==> src/hw/rtl/bdq_pkg.sv <==
// Shared types and codes for the bounded array deque.
// Word structs for both channels, op and status codes, cell commands.
// No dependencies.
`timescale 1ns / 1ps

package bdq_pkg;

    // Default number of storage cells
    localparam int DEPTH_DEF = 8;

    // Field widths fixed by the channel format
    localparam int WORD_W  = 32;
    localparam int INDEX_W = 3;
    localparam int COUNT_W = 4;

    typedef enum logic [2:0] {
        OP_PUSH_FRONT = 3'd0,
        OP_PUSH_BACK  = 3'd1,
        OP_POP_FRONT  = 3'd2,
        OP_POP_BACK   = 3'd3,
        OP_READ       = 3'd4,
        OP_WRITE      = 3'd5
    } op_t;

    typedef enum logic [1:0] {
        ST_OK    = 2'd0,
        ST_FULL  = 2'd1,
        ST_EMPTY = 2'd2,
        ST_INDEX = 2'd3
    } status_t;

    // What every cell does with its word
    typedef enum logic [1:0] {
        ACT_HOLD = 2'd0,
        ACT_UP   = 2'd1,   // take the lower neighbor's word
        ACT_DOWN = 2'd2,   // take the upper neighbor's word
        ACT_LOAD = 2'd3    // selected cell takes the new word
    } cell_act_t;

    typedef struct packed {
        op_t                       op;
        logic signed [WORD_W-1:0]  value;
        logic [INDEX_W-1:0]        index;
    } req_t;

    typedef struct packed {
        logic signed [WORD_W-1:0]  read_word;
        logic [COUNT_W-1:0]        count;
        status_t                   status;
    } rsp_t;

    // Broadcast to the whole cell chain
    typedef struct packed {
        cell_act_t                 act;
        logic signed [WORD_W-1:0]  value;
    } cell_cmd_t;

endpackage

==> src/hw/rtl/bounded_array_deque.sv <==
// Bounded array deque: one row of storage cells plus a count controller.
//
// Usage:
//   Request channel req / req_valid / req_stall carries one word per op:
//   push front, push back, pop front, pop back, indexed read, indexed write.
//   Response channel rsp / rsp_valid / rsp_stall returns one word per
//   request: the word read (reads only, else zero), the element count after
//   the op and a status (ok, full, empty, bad index).
//   A request is executed in the cycle it is accepted; the whole cell row
//   shifts in that same cycle, so a push or pop at the front costs no more
//   than one at the back. The response comes from the output register in the
//   next cycle. Throughput is one request per cycle while no response is held
//   back, set by the single count register that every op reads and updates.
//   When the receiver stalls, the response register holds and req_stall is
//   raised, so at most one response is held back; the request side resumes
//   in the cycle the response is taken.
//   Reset empties the deque (count zero, no response pending). Stored words
//   are not cleared; they are never visible before being written.
// Depends on bdq_pkg, bdq_ctrl, bdq_cell.
`timescale 1ns / 1ps

module bounded_array_deque
    import bdq_pkg::*;
#(
    parameter int DEPTH = DEPTH_DEF
)
(
    input  logic  clk,
    input  logic  rst_n,
    input  logic  req_valid,
    output logic  req_stall,
    input  req_t  req,
    output logic  rsp_valid,
    input  logic  rsp_stall,
    output rsp_t  rsp
);

    localparam int IDX_W  = (DEPTH > 1) ? $clog2(DEPTH) : 1;
    localparam int CNT_W  = $clog2(DEPTH + 1);
    localparam int RD_N   = (DEPTH < (1 << INDEX_W)) ? DEPTH : (1 << INDEX_W);

    logic                      accept;
    cell_cmd_t                 cmd;
    logic [IDX_W-1:0]          sel;
    logic [COUNT_W-1:0]        res_count;
    status_t                   res_status;
    logic                      rd_hit;
    logic signed [WORD_W-1:0]  cell_data [DEPTH];
    logic signed [WORD_W-1:0]  rd_word;
    rsp_t                      rsp_reg;
    rsp_t                      rsp_next;
    logic                      rsp_valid_reg;
    logic                      rsp_valid_next;

    // Take a new word unless a response is held back
    assign req_stall = rsp_valid_reg & rsp_stall;
    assign accept    = req_valid & ~req_stall;

    bdq_ctrl #(
        .DEPTH (DEPTH),
        .IDX_W (IDX_W),
        .CNT_W (CNT_W)
    ) u_ctrl (
        .clk        (clk),
        .rst_n      (rst_n),
        .accept     (accept),
        .req        (req),
        .cmd        (cmd),
        .sel        (sel),
        .res_count  (res_count),
        .res_status (res_status),
        .rd_hit     (rd_hit)
    );

    // Cell row: cell 0 takes the pushed word on a front push,
    // the top cell keeps its own word on a front pop
    for (genvar i = 0; i < DEPTH; i++)
    begin : g_cell
        logic signed [WORD_W-1:0] lower;
        logic signed [WORD_W-1:0] upper;

        if (i == 0)
        begin : g_first
            assign lower = cmd.value;
        end
        else
        begin : g_mid_lo
            assign lower = cell_data[i-1];
        end

        if (i == DEPTH - 1)
        begin : g_last
            assign upper = cell_data[i];
        end
        else
        begin : g_mid_hi
            assign upper = cell_data[i+1];
        end

        bdq_cell #(
            .IDX_W (IDX_W),
            .POS   (i)
        ) u_cell (
            .clk   (clk),
            .cmd   (cmd),
            .sel   (sel),
            .lower (lower),
            .upper (upper),
            .data  (cell_data[i])
        );
    end

    // Read select over the cells an index can reach
    always_comb
    begin
        rd_word = '0;
        for (int i = 0; i < RD_N; i++)
        begin
            if (rd_hit && req.index == INDEX_W'(i))
            begin
                rd_word = cell_data[i];
            end
        end
    end

    // Response register
    always_comb
    begin
        rsp_next       = rsp_reg;
        rsp_valid_next = rsp_valid_reg;
        if (accept)
        begin
            rsp_next.read_word = rd_word;
            rsp_next.count     = res_count;
            rsp_next.status    = res_status;
            rsp_valid_next     = 1'b1;
        end
        else if (!rsp_stall)
        begin
            rsp_valid_next = 1'b0;
        end
    end

    always_ff @(posedge clk or negedge rst_n)
    begin
        if (!rst_n)
        begin
            rsp_valid_reg <= 1'b0;
        end
        else
        begin
            rsp_valid_reg <= rsp_valid_next;
        end
    end

    always_ff @(posedge clk)
    begin
        rsp_reg <= rsp_next;
    end

    assign rsp_valid = rsp_valid_reg;
    assign rsp       = rsp_reg;

    // Every accepted word produces a response next cycle
    a_accept_rsp: assert property (@(posedge clk) disable iff (!rst_n)
        accept |=> rsp_valid_reg)
        else $error("accepted word produced no response");

endmodule

==> src/hw/rtl/bdq_cell.sv <==
// One storage cell of the deque chain.
// Holds a single word and takes it from a neighbor or the command bus.
// Depends on bdq_pkg.
`timescale 1ns / 1ps

module bdq_cell
    import bdq_pkg::*;
#(
    parameter int IDX_W = 3,
    parameter int POS   = 0
)
(
    input  logic                      clk,
    input  cell_cmd_t                 cmd,
    input  logic [IDX_W-1:0]          sel,
    input  logic signed [WORD_W-1:0]  lower,
    input  logic signed [WORD_W-1:0]  upper,
    output logic signed [WORD_W-1:0]  data
);

    logic signed [WORD_W-1:0] data_reg;
    logic signed [WORD_W-1:0] data_next;

    // Next word by command
    always_comb
    begin
        data_next = data_reg;
        unique case (cmd.act)
            ACT_HOLD: data_next = data_reg;
            ACT_UP:   data_next = lower;
            ACT_DOWN: data_next = upper;
            ACT_LOAD:
            begin
                if (sel == IDX_W'(POS))
                begin
                    data_next = cmd.value;
                end
            end
            default:  data_next = data_reg;
        endcase
    end

    // Payload storage, no reset
    always_ff @(posedge clk)
    begin
        data_reg <= data_next;
    end

    assign data = data_reg;

endmodule

==> src/hw/rtl/bdq_ctrl.sv <==
// Deque control: element count, op decode, status and cell commands.
// Drives the cell chain; result fields except the read word.
// Depends on bdq_pkg.
`timescale 1ns / 1ps

module bdq_ctrl
    import bdq_pkg::*;
#(
    parameter int DEPTH = DEPTH_DEF,
    parameter int IDX_W = $clog2(DEPTH),
    parameter int CNT_W = $clog2(DEPTH + 1)
)
(
    input  logic                clk,
    input  logic                rst_n,
    input  logic                accept,
    input  req_t                req,
    output cell_cmd_t           cmd,
    output logic [IDX_W-1:0]    sel,
    output logic [COUNT_W-1:0]  res_count,
    output status_t             res_status,
    output logic                rd_hit
);

    localparam int CMP_W = (CNT_W > INDEX_W) ? CNT_W : INDEX_W;

    logic [CNT_W-1:0] count_reg;
    logic [CNT_W-1:0] count_next;
    logic [CNT_W-1:0] count_after;
    cell_act_t        act;
    logic             full;
    logic             empty;
    logic             idx_bad;

    assign full    = (count_reg == CNT_W'(DEPTH));
    assign empty   = (count_reg == '0);
    assign idx_bad = (CMP_W'(req.index) >= CMP_W'(count_reg));

    // Op decode
    always_comb
    begin
        act         = ACT_HOLD;
        sel         = '0;
        res_status  = ST_OK;
        count_after = count_reg;
        rd_hit      = 1'b0;
        unique case (req.op)
            OP_PUSH_FRONT:
            begin
                if (full)
                begin
                    res_status = ST_FULL;
                end
                else
                begin
                    act         = ACT_UP;
                    count_after = count_reg + 1'b1;
                end
            end
            OP_PUSH_BACK:
            begin
                if (full)
                begin
                    res_status = ST_FULL;
                end
                else
                begin
                    act         = ACT_LOAD;
                    sel         = IDX_W'(count_reg);
                    count_after = count_reg + 1'b1;
                end
            end
            OP_POP_FRONT:
            begin
                if (empty)
                begin
                    res_status = ST_EMPTY;
                end
                else
                begin
                    act         = ACT_DOWN;
                    count_after = count_reg - 1'b1;
                end
            end
            OP_POP_BACK:
            begin
                if (empty)
                begin
                    res_status = ST_EMPTY;
                end
                else
                begin
                    count_after = count_reg - 1'b1;
                end
            end
            OP_READ:
            begin
                if (idx_bad)
                begin
                    res_status = ST_INDEX;
                end
                else
                begin
                    rd_hit = 1'b1;
                end
            end
            OP_WRITE:
            begin
                if (idx_bad)
                begin
                    res_status = ST_INDEX;
                end
                else
                begin
                    act = ACT_LOAD;
                    sel = IDX_W'(req.index);
                end
            end
            default: ;   // unused op codes do nothing
        endcase
    end

    // Cells and count move only on an accepted word
    always_comb
    begin
        cmd.value  = req.value;
        cmd.act    = accept ? act : ACT_HOLD;
        count_next = accept ? count_after : count_reg;
    end

    assign res_count = COUNT_W'(count_after);

    always_ff @(posedge clk or negedge rst_n)
    begin
        if (!rst_n)
        begin
            count_reg <= '0;
        end
        else
        begin
            count_reg <= count_next;
        end
    end

    // Count never exceeds capacity
    a_count_range: assert property (@(posedge clk) disable iff (!rst_n)
        count_reg <= CNT_W'(DEPTH))
        else $error("deque count above capacity");

    // Refused word leaves the count alone
    a_refused_hold: assert property (@(posedge clk) disable iff (!rst_n)
        (accept && res_status != ST_OK) |=> $stable(count_reg))
        else $error("refused word changed the count");

    // Successful push grows the count by one
    a_push_grow: assert property (@(posedge clk) disable iff (!rst_n)
        (accept && res_status == ST_OK
            && (req.op == OP_PUSH_FRONT || req.op == OP_PUSH_BACK))
        |=> count_reg == $past(count_reg) + 1'b1)
        else $error("push did not grow the count");

endmodule

==> config.mk <==
export PLATFORM = sky130hd
export DESIGN_NAME = bounded_array_deque
export DESIGN_NICKNAME = d
export VERILOG_FILES = /design/src/hw/rtl/bdq_pkg.sv /design/src/hw/rtl/bounded_array_deque.sv /design/src/hw/rtl/bdq_cell.sv /design/src/hw/rtl/bdq_ctrl.sv
export SDC_FILE = /design/constraint.sdc
export NUM_CORES = 1
export LEC_CHECK = 0
export BUFFER_PORTS_ARGS = -buffer_cell sky130_fd_sc_hd__buf_2
export CORE_MARGIN = 5
export CORE_UTILIZATION = 60
export CTS_CLUSTER_SIZE = 20
export DETAILED_ROUTE_END_ITERATION = 10
export PLACE_DENSITY = 0.83
export SLEW_MARGIN = 30
export SYNTH_ARGS = -nofsm -noshare
export SYNTH_HDL_FRONTEND = slang
export SYNTH_SLANG_ARGS = --single-unit
==> constraint.sdc <==
create_clock -name clk -period 9.4 [get_ports clk]
set_clock_uncertainty 0.15 [all_clocks]
set_input_delay 0.94 -clock clk [delete_from_list [all_inputs] [get_ports clk]]
set_output_delay 0.94 -clock clk [all_outputs]
set_load 0.02 [all_outputs]
==> results of run 1 <==
cells by family (layout without fill, tap and decap cells):
family / after synthesis / after routing / share of synthesized area
and+or+nand+nor: 118 / 118 / 0.04717
muxes: 100 / 100 / 0.09736
adders and majority gates: 6 / 6 / 0.005027
AOI/OAI and AO/OA: 353 / 353 / 0.2075
buffers and inverters: 126 / 169 / 0.04340
DFF: 299 / 299 / 0.5996
cell usage in the layout, fill, tap and decap left out, drive strengths merged, types with 3 or more instances in the layout:
cell type	n
a21oi	33
nor3b	5
buf	106
o21ai	12
edfxtp	294
a2bb2oi	12
and2	33
nand2	25
a21boi	4
nor3	4
inv	9
a31oi	3
a22oi	28
nand2b	3
nor2	14
o21a	4
a21o	32
clkbuf	37
dfrtp	5
mux2i	26
mux2	42
nand3b	4
nand3	12
nor2b	4
a22o	17
mux4	32
or2	3
ha	6
a221o	192
clkinv	15
stage by stage:
step,cells,util
global placement,1312,0.6311
finish,1369,0.6729
floorplan,1002,-
CTS,1369,0.6728
detailed placement,1315,0.6349
global route,1369,0.6729
worst min path at each step:
| stage | slack [ns] | startpoint | endpoint |
|---|---|---|---|
| floorplan | 0.39 | g_cell[6].u_cell.data[16] | g_cell[7].u_cell.data[16] |
| CTS | 0.03 | rst_n | u_ctrl.count_reg[0] |
| finish | 0.04 | rst_n | u_ctrl.count_reg[0] |
| global placement | 0.41 | g_cell[7].u_cell.data[6] | g_cell[6].u_cell.data[6] |
| global route | 0.04 | rst_n | rsp_valid |
| detailed placement | 0.41 | g_cell[7].u_cell.data[24] | g_cell[6].u_cell.data[24] |
worst max-delay path, stage by stage:
cell and delay (ns):
buf_2 0.09, buf_6 0.51, ha_1 0.33, nor2_1 0.12, o31ai_2 0.39, a21oi_1 0.17, nand3_1 0.61, buf_4 0.46
o21a_1 0.66, buf_4 0.44
power by group:
| part | internal [mW] | switching (mW) |
|---|---|---|
| combinational | 0.185 | 0.267 |
| sequential | 1.55 | 0.0524 |
| clock | 0.651 | 0.493 |
| total | 2.38 | 0.812 |
routing by layer:
layer  share of wire  vias up  track usage  routed length, um
li1                -     4293            -                  -
met1            0.40     5134       0.3902              15230
met2            0.46      722       0.4002              17530
met3            0.11       63      0.04338               4252
met4           0.023        0      0.06881                856
met5               0        -            0                  0
layout make-up:
| type | count | area, um2 |
|---|---|---|
| tap | 324 | 405.4 |
| timing repair buffer | 106 | 655.6 |
| multi-input combinational | 577 | 5440 |
| clock buffer | 37 | 798.3 |
| inverter | 9 | 33.78 |
| fill | 1692 | 7978 |
| clock inverter | 17 | 126.4 |
| sequential | 299 | 8954 |
==> results.toml, run 1 <==
[pwr]
power_mw = 3.196
power_density_nw_per_um2 = 194.7
irDropWorstVdd_mv = 0.1357
cellLeakagePower_nw = 5.667

[clock_network]
htree_num_levels = 1
post_cts_buffers = 0
cts_inserted_buffers = 30
cts-root-buf = "clkbuf_16"
postCtsResizedCells = 0
cts_tree = "done"
clk_pin_slew_ns = 0.06
cts_num_sinks = 299
cts.hold.buffers_added = 0
cts_buffer_depth = 3
clock_latency_ns = 0.55

[worst_hold_path]
hp-class = "in -> async"

[sta]
setup-violations-final = 0
fin_crit_ns = 4.744
maxSlewHeadroom = 0.3346
fmax_mhz = 210.8
rsz0062_at_grt = "false"
worstMarginPinSlew_ns = 0.9982
fin_ws_ns = 4.656
tns_ns = 0
drv_slew = 0
timing.hold.ws_ns = 0.04084
hold_viol_final = 0
period_share = 0.5047

[floorplan]
fp.coreArea_um2 = 24390
die_h_um = 167.8
die_area_um2 = 28140
start_util = 0.6122
ios = 82
placementRows = 57
die_w_um = 167.8

[critical_path]
cp_max_fo = 45
end_kind = "flip-flop"
startpoint = "req[1]"
ff2ff_setup_slack_ns = 5.01
path_class = "in -> reg"
start_kind = "input pin"
r2r_start = "u_ctrl.count_reg[2]"
rr_worst_depth = 9
cp.required_ns = 9.46
cp-endpoint = "g_cell[4].u_cell.data[8]"
cp_data_arrival_time_ns = 4.81
r2r-end = "g_cell[4].u_cell.data[8]"

[yosys]
synth_most_common_cell = "edfxtp_1"
synth_cells = 1002
ys.flop_type = "edfxtp_1"
syn_area_um2 = 14930
avgSynthCellArea_um2 = 14.90
synth-edff-count = 294
syn_nets = 1050
yosys.area.top_type_share = 0.5912
synthArstFlopShare = 0.01672
ys_seq_elements = 299
ys_warn_count = 0
synth_top_area_cell = "edfxtp_1"
ys_seq_area_frac = 0.5996
yosysUniqueCellTypes = 60
synthTopCellsByArea = "edfxtp_1, a221o_1, mux4_2"
yosys-top-cells-count = "edfxtp_1, a221o_1, clkbuf_1"

[global_routing]
grt_max_degree = 169
overflow = 0
grt_pass1_vias = 10004
antenna_found_initial = 0
grt_pass1_wl_um = 58420
grt.total_usage = 0.2600

[placed_design]
pre_cts_ws_ns = 3.920
portBuffers = 81
dp_hpwl_um = 21480
place_area_um2 = 15480
gp_congestion = 0.8549

[finish]
areaGrowthSynthToFinish_pct = 9.912
diodes = 0
drive_gt1_frac = 0.2344
fin_area_um2 = 16410
largest_reg_flops = 256
final_nets = 1071

[detailed_routing]
routed_wl_um = 37870
routed_via_density = 7.459
antenna_left = 0
first_pass_iters = 6
post_drt_wl_per_cell_um = 27.66
via_count = 10212
drc = 0
initialDrtViolationCount = 1344

[status]
status = "finished, final reports clean"

[flow_run]
drv_cap = 0
No activity file was read; power rests on OpenSTA's default activity.
==> inputs of run 2 (changes only) <==
--- a/config.mk
+++ b/config.mk
@@ -5,12 +5,13 @@
 export SDC_FILE = /design/constraint.sdc
 export NUM_CORES = 1
 export LEC_CHECK = 0
+export ABC_AREA = 1
 export BUFFER_PORTS_ARGS = -buffer_cell sky130_fd_sc_hd__buf_2
 export CORE_MARGIN = 5
-export CORE_UTILIZATION = 60
+export CORE_UTILIZATION = 56
 export CTS_CLUSTER_SIZE = 20
 export DETAILED_ROUTE_END_ITERATION = 10
-export PLACE_DENSITY = 0.83
+export PLACE_DENSITY = 0.81
 export SLEW_MARGIN = 30
 export SYNTH_ARGS = -nofsm -noshare
 export SYNTH_HDL_FRONTEND = slang
==> constraint.sdc (replaced) <==
create_clock -name clk -period 4 [get_ports clk]
set_clock_uncertainty 0.15 [all_clocks]
set_input_delay 0.4 -clock clk [delete_from_list [all_inputs] [get_ports clk]]
set_output_delay 0.4 -clock clk [all_outputs]
set_load 0.02 [all_outputs]
==> results.toml, run 2 <==
[yosys]
ys.flop_type = "edfxtp_1"
synthTopCellsByArea = "edfxtp_1, nand2_1, o211ai_1"
yosysUniqueCellTypes = 38
synth_most_common_cell = "nand2_1"
synth-simple-area-share = 0.2237
avgSynthCellArea_um2 = 9.559
yosys.area.top_type_share = 0.5708
ys_seq_area_frac = 0.5789
ys_seq_elements = 299
ys_warn_count = 0
syn_nets = 1666
synth_mux_area_frac = 0
synth-xor-area-share = 0.001133
syn_area_um2 = 15470
synth_cells = 1618
synth_top_family_by_area = "simple AND/OR/NAND/NOR gates"
synth_fa_ha_area_frac = 0.004854
synth_compound_area_frac = 0.1247
synth-edff-count = 294
synth_top_area_cell = "edfxtp_1"
yosys-top-cells-count = "nand2_1, edfxtp_1, inv_1"
synthArstFlopShare = 0.01672

[clock_network]
clk_pin_slew_ns = 0.07
clock_latency_ns = 0.55
cts_buffer_depth = 3
cts_inserted_buffers = 30
post_cts_buffers = 0
cts-root-buf = "clkbuf_16"
postCtsResizedCells = 0
htree_num_levels = 1
cts_num_sinks = 299
cts.hold.buffers_added = 10
cts_tree = "done"

[sta]
fmax_mhz = 280.4
worstMarginPinSlew_ns = 0.9535
drv_slew = 0
period_share = 0.8917
maxSlewHeadroom = 0.3644
hold_viol_final = 0
fin_crit_ns = 3.567
setup-violations-final = 0
tns_ns = 0
rsz0062_at_grt = "false"

[finish]
largest_reg_flops = 256
layout_commonest_cell = "nand2_1"
diodes = 0
areaGrowthSynthToFinish_pct = 12.09
drive_gt1_frac = 0.1398
final_cell_mix = "nand2_1, edfxtp_1, inv_1"
final_nets = 1739
post-route-util = 0.6397

[critical_path]
rr_worst_depth = 14
cp_max_fo = 36
cp_data_arrival_time_ns = 3.79
path_class = "reg -> reg"
cp.required_ns = 4.22
start_kind = "flip-flop"
end_kind = "flip-flop"

[floorplan]
placementRows = 60
die_w_um = 176.2
die_h_um = 176.2
die_area_um2 = 31040
start_util = 0.5707
ios = 82
fp.coreArea_um2 = 27100

[detailed_routing]
antenna_left = 0
first_pass_iters = 6
drc = 0
via_count = 12468
routed_wl_um = 41490
initialDrtViolationCount = 1687
post_drt_wl_per_cell_um = 19.93
routed_via_density = 5.988

[worst_hold_path]
min_path_cells = 3
hp-class = "in -> reg"

[global_routing]
grt_max_degree = 142
grt.total_usage = 0.2648
overflow = 0
antenna_found_initial = 0
grt_pass1_wl_um = 65980
grt_pass1_vias = 12167

[status]
status = "finished, final reports clean"

[placed_design]
dp_hpwl_um = 24280
portBuffers = 81
gp_congestion = 0.9036

[pwr]
irDropWorstVdd_mv = 0.3187
cellLeakagePower_nw = 6.958
power_density_nw_per_um2 = 479.3

[flow_run]
drv_cap = 0
[run 2: cell count changes after synthesis, sizes merged, moves of 32 or more]
cell / before / now
o211ai: 2 / 158
mux4: 32 / 0
nand3: 12 / 131
and2: 33 / 1
nor2: 14 / 136
a221o: 192 / 0
nand2: 25 / 510
o21ai: 12 / 73
mux2: 42 / 0
inv: 9 / 145
nand4: 2 / 39
a21o: 32 / 0
[run 2: metal layers]
layer,share of wire,track usage,routed length [um],up-vias
met1,0.38,0.3631,15730,5859
met4,0.030,0.08057,1244,0
met2,0.48,0.4419,19920,735
met3,0.11,0.03790,4597,104
met5,0,0,0,-
li1,-,-,-,5770
[run 2: worst max-delay path, cell delays in order (launching register included)]
cell and delay, ns:
dfrtp_1 0.42, inv_1 0.19, ha_1 0.29, nand2_1 0.07, nand2_1 0.05, nand2_1 0.06
nand3_2 0.11, nor2_2 0.13, inv_2 0.06, nand2_1 0.11, nand2_2 0.27, nor2_8 0.39
buf_4 0.50, nand2_1 0.32, o211ai_1 0.22
[run 2: area by class of cell]
type / instances / area [um2]
Fill cell: 2120 / 9766
Sequential cell: 299 / 8954
Multi-Input combinational cell: 1088 / 5618
Timing Repair Buffer: 125 / 835.8
Clock buffer: 40 / 809.5
Inverter: 147 / 555.5
Tap cell: 372 / 465.4
Clock inverter: 11 / 97.59
[run 2: final timing paths]
path	slack [ns]	from	to
worst max register to register	0.43	u_ctrl.count_reg[1]	g_cell[6].u_cell.data[4]
max in group asynchronous	3.51	rst_n	u_ctrl.count_reg[3]
worst max-delay path	0.43	u_ctrl.count_reg[1]	g_cell[6].u_cell.data[4]
worst min-delay path	0.01	req[9]	g_cell[0].u_cell.data[6]
min in group asynchronous	0.05	rst_n	rsp_valid
worst min register to register	0.40	g_cell[7].u_cell.data[29]	rsp[35]
[run 2: cells by family after synthesis]
group           count (synthesis)
simple gates                  825
flops                         299
compound gates                255
fa+ha+maj                       6
buf+inv                       231
xor+xnor                        2
[run 2: power by group]
group          total (mW)  switching (mW)  internal (mW)  leakage [nW]
Clock                2.69            1.16           1.53         0.442
Combinational        1.51            1.05          0.465          3.72
Sequential           4.11           0.174           3.93          2.80
Total                8.31            2.38           5.93          6.96
[run 2: per-stage QoR]
stage	cell area (um2)	cells	total power [mW]	hold WS, ns	setup WS [ns]
finish	17340	2082	8.309	0.01267	0.4333
global route	17340	2082	8.643	0.007546	0.2015
CTS	17340	2082	8.311	0.002292	0.4806
detailed placement	16330	2021	5.638	0.07703	0.4899
global placement	16330	2021	5.589	0.07109	0.6292
floorplan	15490	1618	5.149	-0.04559	0.1595
==> inputs of run 3 (changes only) <==
--- a/config.mk
+++ b/config.mk
@@ -5,7 +5,7 @@
 export SDC_FILE = /design/constraint.sdc
 export NUM_CORES = 1
 export LEC_CHECK = 0
-export ABC_AREA = 1
+export ABC_AREA = 0
 export BUFFER_PORTS_ARGS = -buffer_cell sky130_fd_sc_hd__buf_2
 export CORE_MARGIN = 5
 export CORE_UTILIZATION = 56
==> results.toml, run 3 (same netlist as run 1, synthesis figures left out) <==
[status]
status = "finished, final reports clean"

[sta]
period_share = 0.8563
hold_viol_final = 0
worstMarginPinSlew_ns = 0.9753
fin_crit_ns = 3.425
tns_ns = 0
rsz0062_at_grt = "false"
drv_slew = 0
fmax_mhz = 292.0
maxSlewHeadroom = 0.3478
setup-violations-final = 0

[clock_network]
cts_inserted_buffers = 30
cts_buffer_depth = 3
cts_num_sinks = 299
clk_pin_slew_ns = 0.07
htree_num_levels = 1
cts_tree = "done"
clock_latency_ns = 0.57
cts-root-buf = "clkbuf_16"

[global_routing]
grt-busiest-layer = "met2"
grt.total_usage = 0.2461
overflow = 0
grt_pass1_wl_um = 59150
grt_max_degree = 100
grtUsageMet3 = 0.04231
antenna_found_initial = 0
grt_pass1_vias = 10017
use_met2 = 0.3790
grt.met1_usage = 0.3683

[critical_path]
start_kind = "flip-flop"
end_kind = "flip-flop"
crit_family = "simple AND/OR/NAND/NOR gates"
cp_max_fo = 48
crit_chain = "inv_1, ha_1, nor3b_1, or4_1, a31o_4, buf_12, buf_4, a221o_1"
cp_slowest_cell = "a31o_4"
cp.required_ns = 4.28
cp_data_arrival_time_ns = 3.71
worst-path-buf-inv = 3
path_class = "reg -> reg"
max_stage_delay_ns = 0.58

[floorplan]
placementRows = 59
ios = 82
start_util = 0.5714
die_w_um = 173.3
die_area_um2 = 30030
fp.coreArea_um2 = 26130
die_h_um = 173.3

[detailed_routing]
initialDrtViolationCount = 1690
drc = 0
post_drt_wl_per_cell_um = 27.31
first_pass_iters = 6
routed_wl_um = 38430
via_count = 10252
routed_via_density = 7.286
antenna_left = 0

[placed_design]
portBuffers = 81
dp_hpwl_um = 22210
gp_congestion = 0.8964
place_area_um2 = 15620

[worst_hold_path]
hp-class = "in -> reg"

[pwr]
power_density_nw_per_um2 = 464.9
cellLeakagePower_nw = 5.831
irDropWorstVdd_mv = 0.3352

[finish]
diodes = 0
layout_commonest_cell = "edfxtp_1"
final_nets = 1096
seq_area_um2 = 8954
multiInputGateArea_um2 = 5426
areaGrowthSynthToFinish_pct = 12.17
largest_reg_flops = 256
fin_area_um2 = 16750
final_cell_mix = "edfxtp_1, a221o_1, buf_2"
drive_gt1_frac = 0.2481
fillerInstances = 1879

[flow_run]
drv_cap = 0
[run 3: changes by cell type in the layout (fill, tap and decap cells not counted), moves of 109 or more]
cell,delta
o211ai_1,-109
inv_1,-132
nor2_1,-115
a221o_1,+192
nand3_1,-117
nand2_1,-479
[run 3: final cells by class]
cell class,instances,area share
Sequential cell,299,0.5345
Multi-Input combinational cell,577,0.3240
Timing Repair Buffer,131,0.05334
Clock buffer,35,0.04721
Tap cell,335,0.02502
Clock inverter,21,0.01389
Inverter,9,0.002017
[run 3: report_power, final]
group | total [mW] | switching, mW | internal, mW
registers | 3.76 | 0.119 | 3.64
logic | 1.08 | 0.630 | 0.451
clock network | 2.95 | 1.22 | 1.73
total | 7.79 | 1.97 | 5.82
[run 3: worst paths after layout]
kind	end	startpoint	depth (start not counted)	slack, ns
min in group asynchronous	u_ctrl.count_reg[0]	rst_n	2	0.03
min	g_cell[0].u_cell.data[29]	req[32]	2	0.02
max reg2reg	g_cell[3].u_cell.data[26]	u_ctrl.count_reg[1]	8	0.57
max	g_cell[3].u_cell.data[26]	u_ctrl.count_reg[1]	8	0.57
max in group asynchronous	u_ctrl.count_reg[3]	rst_n	2	3.51
min reg2reg	g_cell[6].u_cell.data[5]	g_cell[7].u_cell.data[5]	1	0.42
[run 3: per-layer routing]
metal / part of all wire / up-vias
met4: 0.021 / 0
li1: - / 4355
met1: 0.40 / 5129
met5: 0 / -
met3: 0.11 / 54
met2: 0.46 / 714
[run 3: per-stage QoR]
step | hold slack (ns) | util | cells | power (mW) | setup WS [ns]
2_1_floorplan | -0.04559 | - | 1002 | 4.548 | 0.04816
3_3_place_gp | 0.07721 | 0.5971 | 1341 | 4.828 | 0.6220
3_5_place_dp | 0.08243 | 0.5976 | 1341 | 4.863 | 0.5399
4_1_cts | 0.0001826 | 0.6402 | 1406 | 7.800 | 0.5607
5_1_grt | 0.01055 | 0.6410 | 1407 | 8.041 | 0.4134
6_report | 0.01633 | 0.6410 | 1407 | 7.788 | 0.5750
[run 3: what timing repair did]
item,4_1_cts,5_1_grt
setup buffers,0,0
hold buffers,9,0
gates resized for setup,0,0
hold endpoints to repair,13,0
